**config.mk**
```make
export PLATFORM = sky130hd
export DESIGN_NAME = psr_controller
export DESIGN_NICKNAME = d
export VERILOG_FILES = /design/src/psr_pkg.sv /design/src/psr_controller.sv
export SDC_FILE = /design/constraint.sdc
export NUM_CORES = 1
export LEC_CHECK = 0
export BUFFER_PORTS_ARGS = -buffer_cell sky130_fd_sc_hd__buf_2
export CAP_MARGIN = 20
export CORE_AREA = 2 2 39 41
export CTS_BUF_LIST = sky130_fd_sc_hd__clkbuf_2
export CTS_CLUSTER_DIAMETER = 120
export DETAILED_ROUTE_END_ITERATION = 10
export DIE_AREA = 0 0 41 43
export GPL_TIMING_DRIVEN = 0
export HOLD_SLACK_MARGIN = 0.1
export PLACE_DENSITY = 0.57
export SYNTH_ARGS = -nofsm -noshare
export SYNTH_HDL_FRONTEND = slang
export SYNTH_SLANG_ARGS = --single-unit
```
**constraint.sdc**
```tcl
create_clock -name clk -period 3.6 [get_ports clk]
set_clock_uncertainty 0.15 [all_clocks]
set_input_delay 0.36 -clock clk [delete_from_list [all_inputs] [get_ports clk]]
set_output_delay 0.36 -clock clk [all_outputs]
set_load 0.01 [all_outputs]
```
**src/psr_pkg.sv**
```systemverilog
// Shared constants, types and helpers of the particle resampler.
`timescale 1ns / 1ps

package psr_pkg;

  // Sizing of the particle set and of the stored values
  localparam int MAX_PARTICLES = 64;
  localparam int COORD_BITS    = 16;
  localparam int WEIGHT_BITS   = 16;

  // Fixed field widths of the stream items
  localparam int FIELD_BITS = 16;
  localparam int SLOT_BITS  = 6;
  localparam int CFG_BITS   = 7;
  localparam int FRAC_BITS  = 16;

  // Derived widths
  localparam int IDX_BITS      = $clog2(MAX_PARTICLES);
  localparam int CNT_BITS      = $clog2(MAX_PARTICLES + 1);
  localparam int SUM_BITS      = WEIGHT_BITS + IDX_BITS;
  localparam int LHS_BITS      = SUM_BITS + CNT_BITS;
  localparam int CMP_BITS      = LHS_BITS + FRAC_BITS;
  localparam int TGT_BITS      = IDX_BITS + FRAC_BITS + SUM_BITS;
  localparam int WPROD_BITS    = WEIGHT_BITS + CNT_BITS;
  localparam int DIV_STEP_BITS = $clog2(WEIGHT_BITS + 1);

  localparam logic [SLOT_BITS:0] SLOT_LIMIT = (SLOT_BITS + 1)'(MAX_PARTICLES);
  localparam logic [CFG_BITS-1:0] CFG_MAX   = CFG_BITS'(MAX_PARTICLES);
  localparam logic [CFG_BITS-1:0] CFG_RESET = CFG_BITS'(64);

  // Operation codes carried in tuser
  localparam logic OP_LOAD     = 1'b0;
  localparam logic OP_RESAMPLE = 1'b1;

  typedef struct packed {
    logic [COORD_BITS-1:0] x;
    logic [COORD_BITS-1:0] y;
    logic [FIELD_BITS-1:0] heading;
  } pose_t;

  typedef struct packed {
    logic [SLOT_BITS-1:0]         slot;
    logic signed [FIELD_BITS-1:0] pos_x;
    logic signed [FIELD_BITS-1:0] pos_y;
    logic [FIELD_BITS-1:0]        heading;
    logic [FIELD_BITS-1:0]        weight;
    logic [FRAC_BITS-1:0]         offset_fraction;
  } in_item_t;

  typedef struct packed {
    logic signed [FIELD_BITS-1:0] out_x;
    logic signed [FIELD_BITS-1:0] out_y;
    logic [FIELD_BITS-1:0]        out_heading;
    logic [SLOT_BITS-1:0]         source_index;
    logic [SLOT_BITS-1:0]         best_index;
    logic                         last;
  } out_item_t;

  // Controller to datapath
  typedef struct packed {
    logic load;       // write one particle
    logic start;      // latch run parameters, kick the divider
    logic sum_step;   // read one weight for the total
    logic walk_init;  // rewind source and output indexes
    logic mult;       // first target and first running sum
    logic advance;    // step source index
    logic fetch;      // add fetched weight to running sum
    logic emit;       // produce one output beat
    logic sweep;      // write one equalized weight
    logic swap;       // flip the active pose bank
  } cmd_t;

  // Datapath to controller
  typedef struct packed {
    logic idx_last;
    logic more;
    logic out_free;
    logic m_last;
    logic div_done;
  } status_t;

  // Register value to particles in use: zero acts as one, big values saturate
  function automatic logic [CNT_BITS-1:0] clamp_count(input logic [CFG_BITS-1:0] v);
    logic [CNT_BITS-1:0] r;
    if (v == '0) begin
      r = CNT_BITS'(1);
    end else if (v > CFG_MAX) begin
      r = CNT_BITS'(MAX_PARTICLES);
    end else begin
      r = v[CNT_BITS-1:0];
    end
    return r;
  endfunction

  // Coordinate field to stored width
  function automatic logic [COORD_BITS-1:0] coord_in(input logic [FIELD_BITS-1:0] v);
    logic [COORD_BITS+FIELD_BITS-1:0] w;
    w = {{COORD_BITS{1'b0}}, v};
    return w[COORD_BITS-1:0];
  endfunction

  // Stored coordinate sign-extended back to the field width
  function automatic logic [FIELD_BITS-1:0] coord_out(input logic [COORD_BITS-1:0] v);
    logic [COORD_BITS+FIELD_BITS-1:0] w;
    w = {{FIELD_BITS{v[COORD_BITS-1]}}, v};
    return w[FIELD_BITS-1:0];
  endfunction

  // Weight field to stored width
  function automatic logic [WEIGHT_BITS-1:0] weight_in(input logic [FIELD_BITS-1:0] v);
    logic [WEIGHT_BITS+FIELD_BITS-1:0] w;
    w = {{WEIGHT_BITS{1'b0}}, v};
    return w[WEIGHT_BITS-1:0];
  endfunction

endpackage

```
**src/psr_controller.sv**
```systemverilog
// Resampler sequencer: sum pass, systematic walk, weight rewrite.
`timescale 1ns / 1ps

module psr_controller (
  input  logic              clk,
  input  logic              rst,
  input  logic              in_valid,
  input  logic              in_op,
  output logic              in_ready,
  output psr_pkg::cmd_t     cmd,
  input  psr_pkg::status_t  status
);

  typedef enum logic [2:0] {
    ST_IDLE,
    ST_SUM,
    ST_SUM_END,
    ST_MULT,
    ST_CHECK,
    ST_FETCH,
    ST_SWEEP
  } state_t;

  state_t state;
  state_t state_next;
  logic   accept;

  assign in_ready = (state == ST_IDLE);
  assign accept   = in_valid && in_ready;

  // Commands and next state
  always_comb begin
    cmd        = '0;
    state_next = state;
    unique case (state)
      ST_IDLE: begin
        cmd.load  = accept && (in_op == psr_pkg::OP_LOAD);
        cmd.start = accept && (in_op == psr_pkg::OP_RESAMPLE);
        if (cmd.start) begin
          state_next = ST_SUM;
        end
      end
      ST_SUM: begin
        cmd.sum_step = 1'b1;
        if (status.idx_last) begin
          state_next = ST_SUM_END;
        end
      end
      ST_SUM_END: begin
        cmd.walk_init = 1'b1;
        state_next    = ST_MULT;
      end
      ST_MULT: begin
        cmd.mult   = 1'b1;
        state_next = ST_CHECK;
      end
      ST_CHECK: begin
        if (status.more) begin
          cmd.advance = 1'b1;
          state_next  = ST_FETCH;
        end else if (status.out_free) begin
          cmd.emit = 1'b1;
          if (status.m_last) begin
            state_next = ST_SWEEP;
          end
        end
      end
      ST_FETCH: begin
        cmd.fetch  = 1'b1;
        state_next = ST_CHECK;
      end
      ST_SWEEP: begin
        if (status.div_done) begin
          cmd.sweep = 1'b1;
          if (status.idx_last) begin
            cmd.swap   = 1'b1;
            state_next = ST_IDLE;
          end
        end
      end
      default: begin
        state_next = ST_IDLE;
      end
    endcase
  end

  // State register
  always_ff @(posedge clk) begin
    if (rst) begin
      state <= ST_IDLE;
    end else begin
      state <= state_next;
    end
  end

endmodule

```
; ---- Yosys cells after proc, flatten, opt, wreduce, memory -nomap -nowiden
; Cells that the tools add are included.
[classes]
muxes = 21
n_addsub = 0
n_reduce_logical = 6
magnitude_cmp = 0
n_div = 0
n_eq_ne = 12
n_shift = 0
bitwise_logic = 1
n_mul = 0
[op_table]
columns = cell, count
row1 = $mux W3, 7
row2 = $pmux W3 S6, 1
row3 = $mux W1, 10
row4 = $eq A3 B3 Y1 const B, 3
row5 = $eq A3 B2 Y1 const B, 2
row6 = $mux W2, 3
row7 = $ne A2 B2 Y1 const B, 3
row8 = $ne A3 B3 Y1 const B, 2
row9 = $reduce_and A6 Y1, 1
row10 = $eq A3 B1 Y1 const B, 1
row11 = $logic_and A1 B1 Y1, 3
row12 = $logic_not A3 Y1, 1
row13 = $ne A2 B1 Y1 const B, 1
row14 = $reduce_or A2 Y1, 1
row15 = $not A1 Y1, 1
[word_totals]
out_inout_bits = 11
register_bits = 3
latchBits = 0
mem_bits_rw = 0
wordCells = 41
mem_count = 0
rom_bits = 0

; ---- Depth between registers and ports, before layout
; Gate-level depths: netlist of run 1.
[depth]
word_depth = 5
ltp_mapped = 5
depth_no_buf = 4

; ---- Worst setup path before layout of run 1
; Ideal clock, no wire load.
[synth_timing]
path_type = register to output
startpoint = reg state[0]
endpoint = out cmd[0] (netlist name)
path_slack_ns = 2.093
arrival_ns = 0.997
path_stages_with_launch = 5
cell_sequence = dfxtp_1 buf_6 nand3b_1 nor2_1 and2_1
[synth_lines]
columns = element, line
row1 = start: declaration, psr_controller.sv:24  ; state_t state;
row2 = start signal: assignment, psr_controller.sv:92  ; state <= state_next;
row3 = end: declaration, psr_controller.sv:10  ; output psr_pkg::cmd_t cmd,

==> results of run 1 <==
==> power by group <==
group	internal, mW	switching, mW
Combinational	0.0157	0.0166
Sequential	0.0347	0.000587
Clock	0.0293	0.0193
Total	0.0798	0.0364
==> critical path, cell delays in order, from the launching register on <==
cell and delay [ns]:
dfxtp_1 0.30, buf_6 0.14, nor4b_4 0.32, and2_1 0.16, buf_2 0.12
==> layout make-up <==
cell class | instances | share of cell area
buffer | 3 | 0.0765
clock buffer | 4 | 0.0453
inverter | 3 | 0.0255
multi-input combinational | 28 | 0.456
sequential | 3 | 0.136
tap | 16 | 0.0453
timing repair buffer | 19 | 0.215
==> metrics by stage <==
| stage | power, mW | hold slack, ns | util | std cells | setup slack (ns) |
|---|---|---|---|---|---|
| floorplan | 0.0560 | 0.279 | - | 37 | 2.09 |
| global placement | 0.0681 | 0.408 | 0.305 | 72 | 2.07 |
| detailed placement | 0.0688 | 0.412 | 0.305 | 72 | 2.07 |
| CTS | 0.119 | 0.186 | 0.319 | 76 | 1.84 |
| global route | 0.126 | 0.179 | 0.319 | 76 | 1.73 |
| finish | 0.116 | 0.193 | 0.319 | 76 | 1.85 |
==> path summary, 6_finish.rpt <==
path	cells past startpoint	end	startpoint
worst min register to register	3	state[2]$_SDFFE_PP0P_	state[2]$_SDFFE_PP0P_
worst max-delay path	4	cmd[2]	state[0]$_SDFFE_PP0P_
worst max register to register	5	state[1]$_SDFFE_PP0P_	state[0]$_SDFFE_PP0P_
worst min-delay path	2	state[1]$_SDFFE_PP0P_	rst
==> logic make-up after synthesis <==
logic type,after synthesis
simple gates,20
compound gates,8
buf+inv,6
flops,3
==> synth_stat cells <==
library cell  number
nand3b_1           2
and2_1             2
buf_6              3
a21oi_2            1
nor3_1             2
a211o_1            1
nor3b_4            1
nor3_2             1
nor2_1             3
nand2b_1           1
a22oi_1            1
nor3b_2            1
nand2_1            3
nor4b_4            1
inv_1              3
nor3b_1            1
and3_1             2
a21oi_1            3
dfxtp_1            3
o21ai_1            2
==> layer usage <==
metal / wire [microns] / vias up
li1: - / 172
met3: 55 / 0
met2: 366 / 9
met4: 0 / 0
met1: 331 / 142
met5: 0 / -
==> results.toml, run 1 <==
[status]
run_status = "finished, final reports clean"

[drt]
drt-initial-drc-count = 5
post-route-drc-count = 0
wire_per_inst_microns = 9.91
ant_nets = 0
via_per_inst = 4.25
route.final.wire_length_microns = 753
dr.pass1.iters = 2
vias = 323

[synthesis]
synth_top_area_cell = "dfxtp_1"
netlist_top_cells_area = "dfxtp_1, buf_6, nor4b_4, nor3b_4, a21oi_1"
mux_cell_area_share_after_synthesis = 0
synthesized_netlist_cell_count = 37
synth_seq_area_share = 0.196
post_synth_xor_area_fraction = 0
synth-simple-area-share = 0.494
synthAdderAreaFrac = 0
net_count_of_the_mapped_netlist = 46
combinational_family_with_the_most_area_after_synthesis = "simple AND/OR/NAND/NOR gates"
synth_compound_area_frac = 0.163
synth_cell_type_count = 20
synth-seq-cells = 3
avgSynthCellArea_sq_um = 8.28
synth_top_cell_area_share = 0.196
mappedNetlistArea_sq_um = 307
ys_warn_count = 0

[layout]
layout.filler_cells = 165
layout.cells.most_common_list = "buf_2, clkbuf_2"
layout-area-overhead-vs-synth_pct = 44.1
post_route_cells_drive_above_1_share = 0.517
reg.largest.list = "state: 3 flops"
final_design_area_no_fill_sq_um = 442
multiInputGateArea_sq_um = 201
diodes = 0
finish.net_count = 70
seq_area_sq_um = 60.1
regMostFlops = "state"
largest_register_ff_count = 3
layout.cells.most_common = "buf_2"

[floorplanning]
placementRows = 14
floorplan.io_pins = 20
initial_utilization = 0.222
chipWidth_microns = 41
die_area_sq_mm = 0.00176
core_ar_sq_mm = 0.00138
chipHeight_microns = 43

[clock_tree]
cts_sinks = 3
cts_tree = "done"
cts.repair.resized = 0
postCtsHoldBufs = 0
htree_num_levels = 1
post-cts-setup-buffer-count = 0
clk_root_buffer_cell = "clkbuf_2"
cts-root-to-sink-buffers = 2
cts_made_buffers = 3
clkSlewWorstSetupHoldPaths_ns = 0.05
worst_skew_pair.late_latency_ns = 0.21

[placed_design]
count_of_buffers_inserted_at_the_top_level_ports = 19
gp_congestion = 0.626
detailed_place.area_sq_um = 422
dp.final_hpwl_microns = 586

[global_routing]
grtUsageTotal = 0.0970
grt.busiest_layer = "met1"
m2_gr_usage = 0.131
grt_max_degree = 11
first_global_vias = 273
groute.layer.met3.usage = 0.0628
grt.overflow.total = 0
use_met1 = 0.137
grt_pass1_wl_mm = 1.18
antenna_found_initial = 0

[timing]
timing_max_transition_violations_final = 0
fin_tns_setup_ns = 0
timing.final.crit_period_ns = 1.75
report.final.setup_viol = 0
layout_worst_path_cycle_share = 0.486
final_count_of_hold_timing_violations = 0
maxSlewHeadroom = 0.830
max_freq_mhz = 571
grt_setup_unrepaired = "false"
worst_pin_slew_ns = 0.255

[worst_setup_path]
cp_data_arrival_time_ns = 1.24
kind_of_launch_point_of_the_worst_setup_path = "flop"
critPathMaxFanout = 9
critical_path_class = "reg2out"
setup.reg_to_reg.worst_slack_ns = 2.24
worst-endpoint-required_ns = 3.09
timing.critical_path.to_type = "output pin"

[power_and_ir_drop]
power.density_cell_area_mw_per_mm2 = 263
leakage_nw = 0.241
vdd.ir_drop.worst_v = 0.000120

[worst_hold_path]
timing.hold.worst.class = "in2reg"

[flow_run]
maxCapViolations = 0
Power figures use the tool's default switching activity.
==> inputs of run 2 (changes only) <==
--- a/config.mk
+++ b/config.mk
@@ -5,6 +5,7 @@
 export SDC_FILE = /design/constraint.sdc
 export NUM_CORES = 1
 export LEC_CHECK = 0
+export ABC_AREA = 1
 export BUFFER_PORTS_ARGS = -buffer_cell sky130_fd_sc_hd__buf_2
 export CAP_MARGIN = 20
 export CORE_AREA = 2 2 39 41
@@ -14,7 +15,7 @@
 export DIE_AREA = 0 0 41 43
 export GPL_TIMING_DRIVEN = 0
 export HOLD_SLACK_MARGIN = 0.1
-export PLACE_DENSITY = 0.57
+export PLACE_DENSITY = 0.61
 export SYNTH_ARGS = -nofsm -noshare
 export SYNTH_HDL_FRONTEND = slang
 export SYNTH_SLANG_ARGS = --single-unit
==> constraint.sdc (replaced) <==
create_clock -name clk -period 1.6 [get_ports clk]
set_clock_uncertainty 0.15 [all_clocks]
set_input_delay 0.16 -clock clk [delete_from_list [all_inputs] [get_ports clk]]
set_output_delay 0.16 -clock clk [all_outputs]
set_load 0.01 [all_outputs]
==> results.toml, run 2 <==
[layout]
diodes = 0
final_design_utilization = 0.343
largest_register_ff_count = 3
post_route_cells_drive_above_1_share = 0.458
layout.cells.most_common_list = "buf_2, inv_1, nor2_1, nand2_1"
finish.cell_count_without_fillers = 99
layout.cells.most_common = "buf_2"
regMostFlops = "state"
layout-area-overhead-vs-synth_pct = 44.7
layout.filler_cells = 167
reg.largest.list = "state: 3 flops"
finish.net_count = 93

[timing]
timing.final.crit_period_ns = 1.47
timing_max_transition_violations_final = 0
worst_pin_slew_ns = 0.226
fin_tns_setup_ns = 0
maxSlewHeadroom = 0.849
max_freq_mhz = 680
final_count_of_hold_timing_violations = 0
layout_worst_path_cycle_share = 0.920
report.final.setup_viol = 0
grt_setup_unrepaired = "false"

[synthesis]
ys_dominant_reg_cell = "dfxtp_1"
synth_seq_area_share = 0.183
synth_edf_count = 0
synth_async_sr_flop_share = 0
synth-seq-cells = 3
netlist_top_cells_area = "dfxtp_1, inv_1, nor2_1, nand2_1, nand3_1"
avgSynthCellArea_sq_um = 5.56
net_count_of_the_mapped_netlist = 68
synthesized_netlist_cell_count = 59
synth_commonest_cells = "inv_1, nor2_1, nand2_1, inv_2, nand3_1"
synth_top_area_cell = "dfxtp_1"
synth_cell_type_count = 15
most_frequent_cell_after_synthesis = "inv_1"
synth_top_cell_area_share = 0.183
ys_warn_count = 0
mappedNetlistArea_sq_um = 328

[drt]
dr.pass1.iters = 2
post-route-drc-count = 0
ant_nets = 0
route.final.wire_length_microns = 718
drt-initial-drc-count = 1
vias = 407
via_per_inst = 4.11
wire_per_inst_microns = 7.25

[clock_tree]
htree_num_levels = 1
post-cts-setup-buffer-count = 0
cts_sinks = 3
cts_made_buffers = 3
cts-root-to-sink-buffers = 2
cts_tree = "done"
clk_root_buffer_cell = "clkbuf_2"
worst_skew_pair.late_latency_ns = 0.20
clkSlewWorstSetupHoldPaths_ns = 0.05

[floorplanning]
core_ar_sq_mm = 0.00138
die_area_sq_mm = 0.00176
chipWidth_microns = 41
chipHeight_microns = 43
initial_utilization = 0.237
placementRows = 14
floorplan.io_pins = 20

[global_routing]
grtUsageTotal = 0.0913
grt_pass1_wl_mm = 1.10
antenna_found_initial = 0
grt_max_degree = 7
first_global_vias = 298
grt.overflow.total = 0

[placed_design]
count_of_buffers_inserted_at_the_top_level_ports = 19
dp.final_hpwl_microns = 615
numPlacedInstances = 94
gp_congestion = 0.773

[worst_setup_path]
cp_cell_sequence = "nor2_2 > nand2_2 > inv_2 > nand2_1 > nor2_1 > buf_2"
critPathMaxFanout = 6
kind_of_launch_point_of_the_worst_setup_path = "flop"
setup.reg_to_reg.worst_slack_ns = 0.35
cp_data_arrival_time_ns = 1.16
timing.critical_path.to_type = "output pin"
crit_slowest_cell = "dfxtp_1"
worst-endpoint-required_ns = 1.29
max_stage_delay_ns = 0.36
count_of_buffering_cells_on_the_critical_path_with_inverters_included = 2
timing.critical_path.max_delay_family = "simple AND/OR/NAND/NOR gates"
critical_path_class = "reg2out"

[status]
run_status = "finished, final reports clean"

[power_and_ir_drop]
vdd.ir_drop.worst_v = 0.000206
leakage_nw = 0.320
power.density_cell_area_mw_per_mm2 = 595

[flow_run]
maxCapViolations = 0

[worst_hold_path]
timing.hold.worst.class = "in2reg"
## run 2: cell type report
type                       instances  area (sq um)  share of cell area
inverter                          19          71.3               0.150
tap                               16          20.0              0.0422
sequential                         3          61.3               0.129
timing repair buffer              20           105               0.222
clock buffer                       4          20.0              0.0422
multi-input combinational         37           196               0.414
## run 2: cells by family (layout without fill, tap and decap cells)
group	after synthesis	after routing	share of synthesized area
AOI/OAI and AO/OA	6	6	0.164
and+or+nand+nor	31	31	0.435
buffers and inverters	19	43	0.218
DFF	3	3	0.183
## run 2: worst min-delay path, delay by kind of cell
family	cells	cell delay [ns]
and+or+nand+nor	2	0.16
buffers and inverters	1	0.08
AOI/OAI and AO/OA	1	0.06
## run 2: layer usage
layer  vias up  GRT usage  wire length [microns]
met4         0     0.0600                     16
met5         -          0                      0
met1       167      0.103                    330
met3         2     0.0157                     48
li1        223          -                      -
met2        15      0.147                    322
## run 2: what timing repair did
item | 4_1_cts | 5_1_grt
setup endpoints to repair | 0 | 1
hold buffers | 1 | 0
gates resized for setup | 0 | 1
hold endpoints to repair | 3 | 0
## run 2: where the power goes
| part | leakage [nW] | internal (mW) | switching [mW] |
|---|---|---|---|
| Combinational | 0.279 | 0.0385 | 0.0518 |
| Sequential | 0.0249 | 0.0792 | 0.00671 |
| Clock | 0.0166 | 0.0660 | 0.0400 |
| Total | 0.320 | 0.184 | 0.0986 |
## run 2: through the flow
| stage | hold WS, ns | worst slack (ns) | instance area, sq um | power (mW) |
|---|---|---|---|---|
| after floorplan | 0.0791 | 0.402 | 328 | 0.147 |
| after global placement | 0.207 | 0.348 | 443 | 0.176 |
| after detailed placement | 0.207 | 0.342 | 443 | 0.176 |
| after CTS | 0.164 | 0.111 | 473 | 0.286 |
| after global routing | 0.170 | 0.00145 | 474 | 0.310 |
| final | 0.158 | 0.128 | 474 | 0.282 |
## run 2: final timing paths
kind,start,to,cells after the start
min reg2reg,state[1]$_SDFFE_PP0P_,state[1]$_SDFFE_PP0P_,4
max,state[0]$_SDFFE_PP0P_,cmd[8],6
min,status[0],state[1]$_SDFFE_PP0P_,4
max reg2reg,state[2]$_SDFFE_PP0P_,state[1]$_SDFFE_PP0P_,7
==> inputs of run 3 (changes only) <==
--- a/config.mk
+++ b/config.mk
@@ -5,7 +5,6 @@
 export SDC_FILE = /design/constraint.sdc
 export NUM_CORES = 1
 export LEC_CHECK = 0
-export ABC_AREA = 1
 export BUFFER_PORTS_ARGS = -buffer_cell sky130_fd_sc_hd__buf_2
 export CAP_MARGIN = 20
 export CORE_AREA = 2 2 39 41
@@ -15,7 +14,7 @@
 export DIE_AREA = 0 0 41 43
 export GPL_TIMING_DRIVEN = 0
 export HOLD_SLACK_MARGIN = 0.1
-export PLACE_DENSITY = 0.61
+export PLACE_DENSITY = 0.59
 export SYNTH_ARGS = -nofsm -noshare
 export SYNTH_HDL_FRONTEND = slang
 export SYNTH_SLANG_ARGS = --single-unit
==> results.toml, run 3 (synthesis results as in run 1) <==
[status]
run_status = "finished, final reports clean"

[power_and_ir_drop]
power_switching_share = 0.312
switchingPower_uw = 83.5
pwr-share-comb = 0.297
total_chip_power_uw = 267
vdd.ir_drop.worst_v = 0.000218
leakage_nw = 0.260
power.density_cell_area_mw_per_mm2 = 565
p_seq_frac = 0.297
power_frac_clock = 0.406
cell_internal_pwr_uw = 184

[layout]
layout.filler_cells = 149
layout.cells.most_common_list = "buf_2, clkbuf_2"
layout.cells.most_common = "buf_2"
diodes = 0
regMostFlops = "state"
final_design_utilization = 0.342
layout-area-overhead-vs-synth_pct = 54.3
largest_register_ff_count = 3
multiInputGateArea_sq_um = 208
reg.largest.list = "state: 3 flops"
finish.net_count = 73
finish.cell_count_without_fillers = 79
seq_area_sq_um = 60.1
post_route_cells_drive_above_1_share = 0.524

[global_routing]
groute.layer.met3.usage = 0.0157
grt_pass1_wl_mm = 1.12
antenna_found_initial = 0
m2_gr_usage = 0.131
grt.busiest_layer = "met2"
grtUsageTotal = 0.0952
use_met1 = 0.121
grt_max_degree = 11
first_global_vias = 300
grt.overflow.total = 0

[clock_tree]
cts_sinks = 3
cts-root-to-sink-buffers = 2
clkSlewWorstSetupHoldPaths_ns = 0.05
cts_tree = "done"
htree_num_levels = 1
worst_skew_pair.late_latency_ns = 0.20
cts_made_buffers = 3
clk_root_buffer_cell = "clkbuf_2"

[timing]
layout_worst_path_cycle_share = 0.966
max_freq_mhz = 647
final_count_of_hold_timing_violations = 0
fin_worst_hold_slack_ns = 0.165
timing.final.crit_period_ns = 1.55
timing_max_transition_violations_final = 0
maxSlewHeadroom = 0.824
worst_pin_slew_ns = 0.263
fin_tns_setup_ns = 0
grt_setup_unrepaired = "true"
report.final.setup_viol = 0

[floorplanning]
die_area_sq_mm = 0.00176
placementRows = 14
core_ar_sq_mm = 0.00138
initial_utilization = 0.222
chipWidth_microns = 41
floorplan.io_pins = 20
chipHeight_microns = 43

[drt]
vias = 365
via_per_inst = 4.62
post-route-drc-count = 0
wire_per_inst_microns = 9.86
route.final.wire_length_microns = 779
dr.pass1.iters = 4
drt-initial-drc-count = 12
ant_nets = 0

[worst_setup_path]
timing.critical_path.to_type = "output pin"
critical_path_class = "reg2out"
cp_data_arrival_time_ns = 1.24
kind_of_launch_point_of_the_worst_setup_path = "flop"
setup.reg_to_reg.worst_slack_ns = 0.22
critPathMaxFanout = 8
worst-endpoint-required_ns = 1.29

[placed_design]
dp.final_hpwl_microns = 559
gp_congestion = 0.762
numPlacedInstances = 72
count_of_buffers_inserted_at_the_top_level_ports = 19

[flow_run]
maxCapViolations = 0

[worst_hold_path]
timing.hold.worst.class = "in2reg"
## run 3: cell types whose count changed in the layout (fill, tap and decap cells not counted), sizes merged, moves of 3 or more
cell	before	now
buf	19	24
inv	19	3
nand2	11	3
nand3	6	0
nor2	13	3
nor3b	0	3
## run 3: routing by layer
layer  up-vias  share of wire
met4         0              0
li1        180              -
met5         -              0
met1       165           0.42
met3         0          0.086
met2        20           0.49
## run 3: final timing paths
kind / start / endpoint / depth (start not counted)
worst min register to register: state[0]$_SDFFE_PP0P_ / state[2]$_SDFFE_PP0P_ / 3
worst max-delay path: state[1]$_SDFFE_PP0P_ / cmd[2] / 4
worst max register to register: state[1]$_SDFFE_PP0P_ / state[1]$_SDFFE_PP0P_ / 5
worst min-delay path: status[0] / state[0]$_SDFFE_PP0P_ / 3
## run 3: power groups by stage
stage / registers (mW) / clock network, mW / logic, mW
after CTS: 0.0795 / 0.108 / 0.0753
after global placement: 0.0808 / 0 / 0.0725
after floorplan: 0.0807 / 0 / 0.0452
final: 0.0794 / 0.108 / 0.0793
after detailed placement: 0.0808 / 0 / 0.0733
after global routing: 0.0794 / 0.124 / 0.0870
## run 3: critical path: stages (launching register included)
cell and delay (ns):
dfxtp_1 0.30, buf_6 0.14, nor4b_4 0.31, and2_1 0.16, buf_2 0.12
## run 3: area by class of cell
type | count | share of cell area
multi-input combinational | 28 | 0.439
buffer | 3 | 0.0714
sequential | 3 | 0.127
tap | 16 | 0.0423
clock buffer | 4 | 0.0423
timing repair buffer | 22 | 0.254
inverter | 3 | 0.0238
## run 3: repair_timing
action                                  CTS  global route
hold buffers                              1             0
endpoints found under the setup margin    0             3
buffers inserted                          0             2
endpoints found under the hold margin     3             0
resized for setup                         0             1
## run 3: metrics by stage
step	setup slack (ns)	instance area, sq um
after floorplan	0.293	307
after global placement	0.207	422
after detailed placement	0.208	422
after CTS	0.0322	452
after global routing	-0.0205	473
final	0.0537	473
